## config.mk

```make
export PLATFORM = sky130hd
export DESIGN_NAME = pn_ctrl
export DESIGN_NICKNAME = d
export VERILOG_FILES = /design/src/rtl/core/pn_pkg.sv /design/src/rtl/core/pn_ctrl.sv
export SDC_FILE = /design/constraint.sdc
export NUM_CORES = 1
export LEC_CHECK = 0
export BUFFER_PORTS_ARGS = -buffer_cell sky130_fd_sc_hd__clkbuf_2
export CELL_PAD_IN_SITES_DETAIL_PLACEMENT = 0
export CELL_PAD_IN_SITES_GLOBAL_PLACEMENT = 1
export CORE_AREA = 2 2 39 41
export DETAILED_ROUTE_END_ITERATION = 7
export DIE_AREA = 0 0 41 43
export PLACE_DENSITY = 0.61
export SKIP_LAST_GASP = 1
export SYNTH_ARGS = -nofsm -noshare
export SYNTH_HDL_FRONTEND = slang
export SYNTH_SLANG_ARGS = --single-unit
```

## constraint.sdc

```tcl
create_clock -name clock -period 1.3 [get_ports clock]
set_input_delay 0.195 -clock clock [delete_from_list [all_inputs] [get_ports clock]]
set_output_delay 0.195 -clock clock [all_outputs]
set_load 0.02 [all_outputs]
```

## src/rtl/core/pn_pkg.sv

```systemverilog
// Shared types, codes and constants of the path normalizer.
package pn_pkg;

   // Default sizing, handed to the top level parameters
   localparam int DEF_PATH_BYTES   = 1024;
   localparam int DEF_MAX_SEGMENTS = 64;

   // Field widths
   localparam int CMD_W   = 2;
   localparam int BYTE_W  = 8;
   localparam int CAP_W   = 11;
   localparam int LEN_W   = 10;
   localparam int MAX_LEN = (2 ** LEN_W) - 1;

   // Result tdata: status, out_length, out_byte, zero fill to whole bytes
   localparam int RSP_DATA_W = 24;
   localparam int RSP_PAD_W  = RSP_DATA_W - 1 - LEN_W - BYTE_W;

   // Capacity register value after reset
   localparam logic [CAP_W-1:0] CAP_RESET = 11'd1024;

   // Command codes on req_tuser
   localparam logic [CMD_W-1:0] CMD_BYTE  = 2'd0;
   localparam logic [CMD_W-1:0] CMD_END   = 2'd1;
   localparam logic [CMD_W-1:0] CMD_DRAIN = 2'd2;

   // Characters
   localparam logic [BYTE_W-1:0] CHAR_NUL   = 8'h00;
   localparam logic [BYTE_W-1:0] CHAR_DOT   = 8'h2E;
   localparam logic [BYTE_W-1:0] CHAR_SLASH = 8'h2F;

   // Phase of the current path
   typedef enum logic [1:0] {
      PH_COLLECT,
      PH_DRAIN,
      PH_DONE
   } phase_type;

   // Controller states
   typedef enum logic [2:0] {
      ST_IDLE,
      ST_RESTORE,
      ST_RESTORE_END,
      ST_STATUS,
      ST_READ
   } ctrl_state_type;

   // Datapath operations
   typedef enum logic [2:0] {
      OP_NONE,
      OP_BYTE,
      OP_CLOSE,
      OP_RESTORE,
      OP_STATUS,
      OP_FETCH,
      OP_SEND
   } dp_op_type;

   // Controller to datapath
   typedef struct packed {
      dp_op_type op;
   } dp_cmd_type;

   // Datapath to controller
   typedef struct packed {
      phase_type phase;
      logic      pop_on_slash;
      logic      pop_on_end;
      logic      out_free;
   } dp_status_type;

endpackage

```

## src/rtl/core/pn_ctrl.sv

```systemverilog
// Controller state machine of the path normalizer: sequences each transaction.
module pn_ctrl import pn_pkg::*; (
   input  logic                 clock,
   input  logic                 reset,
   input  logic                 req_tvalid,
   output logic                 req_tready,
   input  logic [CMD_W-1:0]     req_cmd,
   input  dp_status_type        dp_status,
   output dp_cmd_type           dp_cmd
);

   ctrl_state_type state_ff;
   ctrl_state_type state_in;

   // Next state
   always_comb begin
      state_in = state_ff;
      unique case (state_ff)
         ST_IDLE: begin
            if (req_tvalid) begin
               unique case (req_cmd)
                  CMD_BYTE: begin
                     if (dp_status.pop_on_slash) state_in = ST_RESTORE;
                  end
                  CMD_END: begin
                     if (dp_status.phase == PH_COLLECT) begin
                        state_in = dp_status.pop_on_end ? ST_RESTORE_END : ST_STATUS;
                     end
                  end
                  CMD_DRAIN: begin
                     if (dp_status.phase == PH_DRAIN) state_in = ST_READ;
                  end
                  default: ;
               endcase
            end
         end
         ST_RESTORE:     state_in = ST_IDLE;
         ST_RESTORE_END: state_in = ST_STATUS;
         ST_STATUS: begin
            if (dp_status.out_free) state_in = ST_IDLE;
         end
         ST_READ: begin
            if (dp_status.out_free) state_in = ST_IDLE;
         end
         default: state_in = ST_IDLE;
      endcase
   end

   // Outputs
   always_comb begin
      req_tready = 1'b0;
      dp_cmd.op  = OP_NONE;
      unique case (state_ff)
         ST_IDLE: begin
            req_tready = 1'b1;
            if (req_tvalid) begin
               unique case (req_cmd)
                  CMD_BYTE: dp_cmd.op = OP_BYTE;
                  CMD_END: begin
                     if (dp_status.phase == PH_COLLECT) dp_cmd.op = OP_CLOSE;
                  end
                  CMD_DRAIN: begin
                     if (dp_status.phase == PH_DRAIN) dp_cmd.op = OP_FETCH;
                  end
                  default: ;
               endcase
            end
         end
         ST_RESTORE:     dp_cmd.op = OP_RESTORE;
         ST_RESTORE_END: dp_cmd.op = OP_RESTORE;
         ST_STATUS: begin
            if (dp_status.out_free) dp_cmd.op = OP_STATUS;
         end
         ST_READ: begin
            if (dp_status.out_free) dp_cmd.op = OP_SEND;
         end
         default: ;
      endcase
   end

   // State register
   always_ff @(posedge clock) begin
      if (reset) begin
         state_ff <= ST_IDLE;
      end else begin
         state_ff <= state_in;
      end
   end

endmodule

```

==> impl_metrics.py, run 1 <==
metrics = {
    "synthesis": {
        "synth_most_common_cell": "nand2_1",
        "synth_cells": 38,
        "synth-edff-count": 0,
        "synthTopCellsByArea": "dfxtp_1 22%, a31oi_1 6.8%, nand2b_1 6.8%",
        "muxShareOfSynthArea": 0,
        "yosysUniqueCellTypes": 22,
        "synth_warnings": 0,
        "yosys.area_share.adder": 0,
        "synth_area_um2": 275,
        "async_flop_share": 0,
        "syn_nets": 48,
        "ys_seq_area_frac": 0.218,
        "synth-simple-area-share": 0.364,
        "synth_largest_area_cell": "dfxtp_1",
        "synth_compound_area_frac": 0.336,
        "ys.flop_type": "dfxtp_1",
        "avgSynthCellArea_um2": 7.24,
        "synth_top_family_by_area": "simple AND/OR/NAND/NOR gates",
        "synth_xor_area_frac": 0,
        "yosysTopAreaCellShare": 0.218,
        "ys_ff_latch": 3,
    },
    "floorplan": {
        "ios": 14,
        "rows": 14,
        "floorplan.initialDensity": 0.199,
        "die_area_um2": 1760,
        "core-area_um2": 1380,
        "die_w_um": 41,
        "die_y_um": 43,
    },
    "place": {
        "portBuffers": 13,
        "post-place-ws_ns": 0.0117,
        "dpl_cell_area_um2": 455,
        "finalWeightedCongestion": 0.756,
    },
    "sta": {
        "fin_crit_sh": 1.07,
        "rsz0062_at_grt": "yes",
        "setup_ws_ns": -0.0859,
        "layout_min_cycle_time_ns": 1.39,
        "fmax_ghz": 0.722,
        "final_max_slew_viol_count": 0,
        "setup_viol": 3,
        "slew_headroom": 0.845,
        "hold_violations": 0,
        "final.setup_skew_ns": 0.00760,
        "worst_pin_slew_ns": 0.230,
    },
    "global_routing": {
        "grt_max_degree": 7,
        "grt_pass1_wl_um": 1400,
        "first_global_vias": 374,
        "grt_usage": 0.118,
        "antenna_found_initial": 0,
        "grt_overflow_total": 0,
    },
    "pwr": {
        "leakagePower_nw": 0.239,
        "report.power.total_w": 0.000420,
        "powerDensity_nw_per_um2": 780,
        "ir_worst_vdd_mv": 0.199,
    },
    "setup_path": {
        "critPathTopFamily": "flip-flops",
        "cp.arrival_ns": 1.19,
        "crit_path_end_kind": "output pin",
        "critPathLaunchType": "register",
        "cpMaxStageDelayCell": "dfxtp_2",
        "rr_startpoint": "state_ff[2]",
        "path_cells": "buf_12, nand2b_4, o21a_1, o32ai_2, buf_4",
        "startpoint": "state_ff[2]",
        "worstSetupPathType": "register to output pin",
        "max_stage_delay_ns": 0.33,
        "cp_max_fo": 6,
        "cp.required_ns": 1.11,
        "worstPathBufferInverterCount": 2,
    },
    "clock_tree": {
        "clk_latency_ns": 0.23,
        "holdBufCountCts": 0,
        "htreeDepth": 1,
        "cts_buffers": 3,
        "cts_tree": "built",
        "clockRootBuffer": "clkbuf_4",
        "cts_buffer_depth": 2,
        "clk_pin_slew_worst_paths_ns": 0.04,
        "cts_sinks": 3,
    },
    "layout": {
        "nNetsFinal": 77,
        "top_register": "state_ff",
        "drive_gt1_frac": 0.591,
        "fill_cells": 158,
        "design_area_um2": 538,
        "synthToLayoutAreaGrowth_pct": 95.5,
        "register_area_um2": 62.6,
        "multi_input_area_um2": 236,
        "reg_top3": "state_ff x3",
        "diodes": 0,
        "largest_reg_flops": 3,
    },
    "flow_run": {
        "maxCapViolCount": 0,
    },
    "min_path": {
        "min_from": "reset",
        "min_path_type": "primary input to register",
    },
    "drt": {
        "drtIter0Drc": 5,
        "routedWlPerCell_um": 10.5,
        "ant_nets": 0,
        "routed_via_density": 4.62,
        "vias": 379,
        "drc_errors": 0,
        "drt-total-wl_um": 861,
        "dr.pass1.iters": 4,
    },
    "outcome": {
        "status": "finished, violations left",
        "failed_checks": "setup timing",
    },
}
## worst register-to-register path: cells and delay by family, from the launching register on
kind | cells | cell delay [ns]
AND/OR/NAND/NOR | 2 | 0.38
flip-flops | 1 | 0.33
AO/OA/AOI/OAI | 2 | 0.31
## what timing repair did
action | 4_1_cts | 5_1_grt
buffers inserted | 0 | 1
endpoints found under the setup margin | 4 | 4
hold endpoints to repair | 0 | 0
gates resized for setup | 11 | 4
pin swaps | 4 | 1
## path summary, 6_finish.rpt
kind	end	slack, ns	depth (start not counted)
worst max-delay path	dp_cmd[1]	-0.09	5
worst min-delay path	state_ff[1]	0.16	2
worst max register to register	state_ff[1]	0.17	4
worst min register to register	state_ff[1]	0.55	2
## report_power, final
group	internal, W	switching (W)	leakage (nW)	total (W)
sequential	0.0000969	0.00000256	0.0253	0.0000995
clock	0.000115	0.0000504	0.0150	0.000166
combinational	0.0000767	0.0000781	0.199	0.000155
## metal layers
metal,vias up,wire length [um],track usage
met2,10,450,0.206
met5,-,0,0
met1,168,374,0.128
met4,0,0,0.0800
li1,201,-,-
met3,0,36,0
## layout make-up
cell class,count,area share
flip-flops and latches,3,0.116
multi-input cells,31,0.440
clock buffers,4,0.0488
repair buffers,25,0.337
inverters,3,0.0209
well taps,16,0.0372
## logic make-up (layout without fill, tap and decap cells)
logic type	count (synthesis)	in the layout
compound gates	13	13
buf+inv	4	32
simple gates	18	18
flops	3	3
## cells in the final DEF, fill, tap and decap left out, types with 2 or more instances in the layout
master	count
a211oi_2	2
a31oi_1	3
buf_4	13
clkbuf_2	9
clkbuf_4	3
dfxtp_2	2
inv_1	3
nand2_1	4
nand2b_1	2
nand2b_4	2
nor2_1	2
nor3_1	2
nor4_1	2
## metrics by stage
step	cells	setup TNS, ns	hold WS [ns]	utilization
3_5_place_dp	77	0	0.413	0.329
3_3_place_gp	77	0	0.414	0.329
6_report	82	-0.217	0.162	0.389
5_1_grt	82	-0.383	0.159	0.389
4_1_cts	81	-0.339	0.155	0.381
2_1_floorplan	38	0	0.274	-
Power figures use the tool's default switching activity.
==> inputs of run 2 (changes only) <==
- SKIP_CTS_REPAIR_TIMING: default -> 1
- SKIP_LAST_GASP: 1 -> default
==> run 2 against run 1 <==
Compared with the run above:
- the flow still finishes with violations (setup timing)
- worst hold slack better by 0.0016 ns
- clock power hardly changed
- non-clock buffer count is 1 lower
- maximum frequency is 0.95% lower
- via count is 1.6% higher
- wire length is 2.0% higher
- power is 1.5% higher
- design area is 0.70% higher
- die area stayed put
- final cell count is 1.2% lower
- register-to-register slack worse by 0.03 ns
- critical endpoint unchanged
==> impl_metrics.py, run 2 (synthesis gave the netlist of run 1 again) <==
metrics = {
    "setup_path": {
        "cpMaxStageDelayCell": "dfxtp_4",
        "cp.arrival_ns": 1.20,
        "crit_path_end_kind": "output pin",
        "startpoint": "state_ff[2]",
        "cp.depth": 5,
        "crit_end": "dp_cmd[1]",
        "worstSetupPathType": "register to output pin",
        "cp.required_ns": 1.11,
        "cp_max_fo": 6,
        "reg2reg_depth": 4,
        "r2r-end": "state_ff[1]",
        "rr_startpoint": "state_ff[2]",
        "critPathTopFamily": "flip-flops",
        "path_cells": "buf_12, nand2b_4, o21a_1, o32ai_2, buf_4",
        "critPathLaunchType": "register",
        "reg2reg_setup_slack_ns": 0.14,
        "max_stage_delay_ns": 0.35,
        "worstPathBufferInverterCount": 2,
    },
    "drt": {
        "dr.pass1.iters": 2,
        "ant_nets": 0,
        "drc_errors": 0,
        "drt-total-wl_um": 878,
        "routed_via_density": 4.75,
        "drtIter0Drc": 7,
        "vias": 385,
        "routedWlPerCell_um": 10.8,
    },
    "sta": {
        "worst_pin_slew_ns": 0.230,
        "final_max_slew_viol_count": 0,
        "layout_min_cycle_time_ns": 1.40,
        "fmax_ghz": 0.715,
        "hold_violations": 0,
        "final.setup_skew_ns": 0.00792,
        "fin_crit_sh": 1.08,
        "rsz0062_at_grt": "yes",
        "setup_ws_ns": -0.0992,
        "slew_headroom": 0.845,
        "setup_viol": 3,
    },
    "outcome": {
        "failed_checks": "setup timing",
        "status": "finished, violations left",
    },
    "layout": {
        "fill_cells": 158,
        "multi_input_area_um2": 248,
        "final_common_cell": "buf_4",
        "diodes": 0,
        "register_area_um2": 65.1,
        "finalCoreUtilization": 0.392,
        "reg_top3": "state_ff x3",
        "final_cell_count_no_fill": 81,
        "synthToLayoutAreaGrowth_pct": 96.8,
        "largest_reg_flops": 3,
        "top_register": "state_ff",
        "nNetsFinal": 76,
        "final_cell_mix": "12 x buf_4, 9 x clkbuf_2, 4 x nand2_1",
        "drive_gt1_frac": 0.585,
    },
    "floorplan": {
        "floorplan.initialDensity": 0.199,
        "die_y_um": 43,
        "die_w_um": 41,
        "ios": 14,
        "die_area_um2": 1760,
        "core-area_um2": 1380,
        "rows": 14,
    },
    "global_routing": {
        "grt_overflow_total": 0,
        "grt_pass1_wl_um": 1260,
        "first_global_vias": 349,
        "grt_max_degree": 7,
        "grt_usage": 0.106,
        "antenna_found_initial": 0,
    },
    "clock_tree": {
        "cts_buffer_depth": 2,
        "cts_buffers": 3,
        "clockRootBuffer": "clkbuf_4",
        "clk_pin_slew_worst_paths_ns": 0.04,
        "clk_latency_ns": 0.23,
        "htreeDepth": 1,
        "cts_sinks": 3,
        "cts_tree": "built",
    },
    "pwr": {
        "p_int_w": 0.000291,
        "combPwrFrac": 0.382,
        "swShare": 0.318,
        "p_sw_w": 0.000136,
        "pwr-share-seq": 0.229,
        "powerDensity_nw_per_um2": 787,
        "ir_worst_vdd_mv": 0.203,
        "pwr-share-clk": 0.389,
        "leakagePower_nw": 0.233,
    },
    "place": {
        "post-place-ws_ns": 0.0117,
        "dp_cells": 77,
        "finalWeightedCongestion": 0.756,
        "portBuffers": 13,
    },
    "flow_run": {
        "maxCapViolCount": 0,
    },
    "min_path": {
        "min_path_type": "primary input to register",
    },
}
==> run 2: metal layers <==
| metal | wire length [um] | global-route usage | vias up |
|---|---|---|---|
| met3 | 33 | 0 | 0 |
| li1 | - | - | 198 |
| met4 | 0 | 0.0800 | 0 |
| met2 | 459 | 0.175 | 10 |
| met5 | 0 | 0 | - |
| met1 | 385 | 0.121 | 177 |
==> run 2: area by class of cell <==
class	count	share of cell area
tap	16	0.0370
timing repair buffer	24	0.316
clock buffer	4	0.0485
sequential	3	0.120
multi-input combinational	31	0.457
inverter	3	0.0208
==> run 2: stage by stage <==
stage	hold slack, ns	cell area, um^2	total power, W	setup TNS (ns)
floorplan	0.274	287	0.000173	0
global placement	0.414	455	0.000240	0
detailed placement	0.413	455	0.000239	0
CTS	0.162	482	0.000410	-0.727
global route	0.160	542	0.000449	-0.405
finish	0.164	542	0.000426	-0.227
==> run 2: worst min path at each step <==
stage / start / to / slack [ns] / cells past startpoint
2_1_floorplan: reset / state_ff[0] / 0.27 / 1
3_3_place_gp: reset / state_ff[2] / 0.41 / 2
3_5_place_dp: reset / state_ff[1] / 0.41 / 2
4_1_cts: reset / state_ff[1] / 0.16 / 2
5_1_grt: reset / state_ff[1] / 0.16 / 2
6_report: reset / state_ff[2] / 0.16 / 2
==> run 2: power by group through the flow <==
stage	clock network [W]	registers [W]	logic (W)
CTS	0.000173	0.0000988	0.000139
detailed placement	0	0.000100	0.000138
global route	0.000174	0.0000981	0.000177
floorplan	0	0.000103	0.0000699
finish	0.000166	0.0000977	0.000163
global placement	0	0.000100	0.000140
==> inputs of run 3 (changes only) <==
- SKIP_LAST_GASP: default -> 1
- clock period: 1.3 -> 1.8 ns (I/O delays scaled with it)
==> run 3 against run 2 <==
Compared with the run above:
- via count down 12%
- critical endpoint is now dp_cmd[0]
- largest cell class unchanged
- highest routed layer unchanged
- core utilization decreased by 11 points
- register-to-register slack gained 0.44 ns
- the run now ends clean
==> impl_metrics.py, run 3 (synthesis gave the netlist of run 1 again) <==
metrics = {
    "sta": {
        "slew_headroom": 0.801,
        "fmax_ghz": 0.609,
        "fin_crit_sh": 0.912,
        "rsz0062_at_grt": "no",
        "final.setup_skew_ns": 0.00562,
        "hold_violations": 0,
        "setup_viol": 0,
        "final_max_slew_viol_count": 0,
        "layout_min_cycle_time_ns": 1.64,
        "worst_pin_slew_ns": 0.298,
        "setup-tns-final_ns": 0,
    },
    "setup_path": {
        "worstSetupPathType": "register to output pin",
        "cp_max_fo": 7,
        "worstPathBufferInverterCount": 1,
        "startpoint": "state_ff[1]",
        "cp.arrival_ns": 1.37,
        "reg2reg_setup_slack_ns": 0.58,
        "cpMaxStageDelayCell": "dfxtp_1",
        "path_cells": "or2_2, a31oi_1, a211oi_1, clkbuf_2",
        "critPathTopFamily": "flip-flops",
        "rr_startpoint": "state_ff[2]",
        "cp.required_ns": 1.53,
        "crit_path_end_kind": "output pin",
        "critPathLaunchType": "register",
        "max_stage_delay_ns": 0.37,
    },
    "global_routing": {
        "first_global_vias": 294,
        "grt_overflow_total": 0,
        "grt_usage": 0.0973,
        "grt_max_degree": 11,
        "antenna_found_initial": 0,
        "grt_pass1_wl_um": 1150,
    },
    "layout": {
        "top_register": "state_ff",
        "synthToLayoutAreaGrowth_pct": 40.9,
        "design_area_um2": 388,
        "nNetsFinal": 66,
        "reg_top3": "state_ff x3",
        "fill_cells": 163,
        "diodes": 0,
        "drive_gt1_frac": 0.382,
        "final_common_cell": "clkbuf_2",
        "final_cell_mix": "13 x clkbuf_2, 4 x nand2_1",
        "largest_reg_flops": 3,
    },
    "place": {
        "dp_hpwl_um": 574,
        "portBuffers": 13,
        "finalWeightedCongestion": 0.713,
        "dpl_cell_area_um2": 357,
    },
    "clock_tree": {
        "htreeDepth": 1,
        "clk_pin_slew_worst_paths_ns": 0.04,
        "cts_buffer_depth": 2,
        "cts_buffers": 3,
        "clk_latency_ns": 0.23,
        "cts_sinks": 3,
        "cts_tree": "built",
        "clockRootBuffer": "clkbuf_4",
    },
    "floorplan": {
        "rows": 14,
        "core-area_um2": 1380,
        "die_y_um": 43,
        "floorplan.initialDensity": 0.199,
        "ios": 14,
        "die_area_um2": 1760,
        "die_w_um": 41,
    },
    "min_path": {
        "min_path_type": "primary input to register",
        "min_from": "reset",
    },
    "drt": {
        "dr.pass1.iters": 6,
        "vias": 339,
        "ant_nets": 0,
        "routed_via_density": 4.77,
        "drt-total-wl_um": 723,
        "drc_errors": 0,
        "routedWlPerCell_um": 10.2,
        "drtIter0Drc": 10,
    },
    "pwr": {
        "powerDensity_nw_per_um2": 691,
        "report.power.total_w": 0.000268,
        "leakagePower_nw": 0.160,
        "ir_worst_vdd_mv": 0.136,
    },
    "outcome": {
        "status": "completed",
    },
    "flow_run": {
        "maxCapViolCount": 0,
    },
}
-- run 3: path summary, 6_finish.rpt --
path / end / depth (start not counted)
setup / recovery: dp_cmd[0] / 4
hold / removal: state_ff[1] / 2
setup reg to reg: state_ff[0] / 4
hold reg to reg: state_ff[1] / 1
-- run 3: power by group --
part	total (W)	internal, W	switching (W)
registers	0.0000748	0.0000698	0.00000500
logic	0.0000778	0.0000331	0.0000447
clock network	0.000116	0.0000829	0.0000326
total	0.000268	0.000186	0.0000823
-- run 3: metrics by stage --
stage	setup WS (ns)	std cells	utilization	hold slack (ns)
floorplan	0.359	38	-	0.349
global placement	0.335	67	0.258	0.482
detailed placement	0.332	67	0.258	0.484
CTS	0.0884	71	0.277	0.236
global route	0.0377	71	0.280	0.255
finish	0.159	71	0.280	0.245
-- run 3: routing by layer --
layer	GRT usage	vias to the layer above	routed length, um
met1	0.131	144	346
met4	0.0800	0	0
met3	0.0157	0	50
li1	-	179	-
met5	0	-	0
met2	0.128	16	326
-- run 3: worst register-to-register path, stage by stage (launching register included) --
cell and delay [ns]:
dfxtp_1 0.38, nand2b_4 0.19, a211oi_2 0.19, a31oi_1 0.13
nor4_1 0.23
-- run 3: cell type report --
type	count	area, um^2	area share
inverters	3	11.3	0.0290
repair buffers	14	72.6	0.187
multi-input cells	31	198	0.510
clock buffers	4	26.3	0.0677
flip-flops and latches	3	60.1	0.155
well taps	16	20.0	0.0516
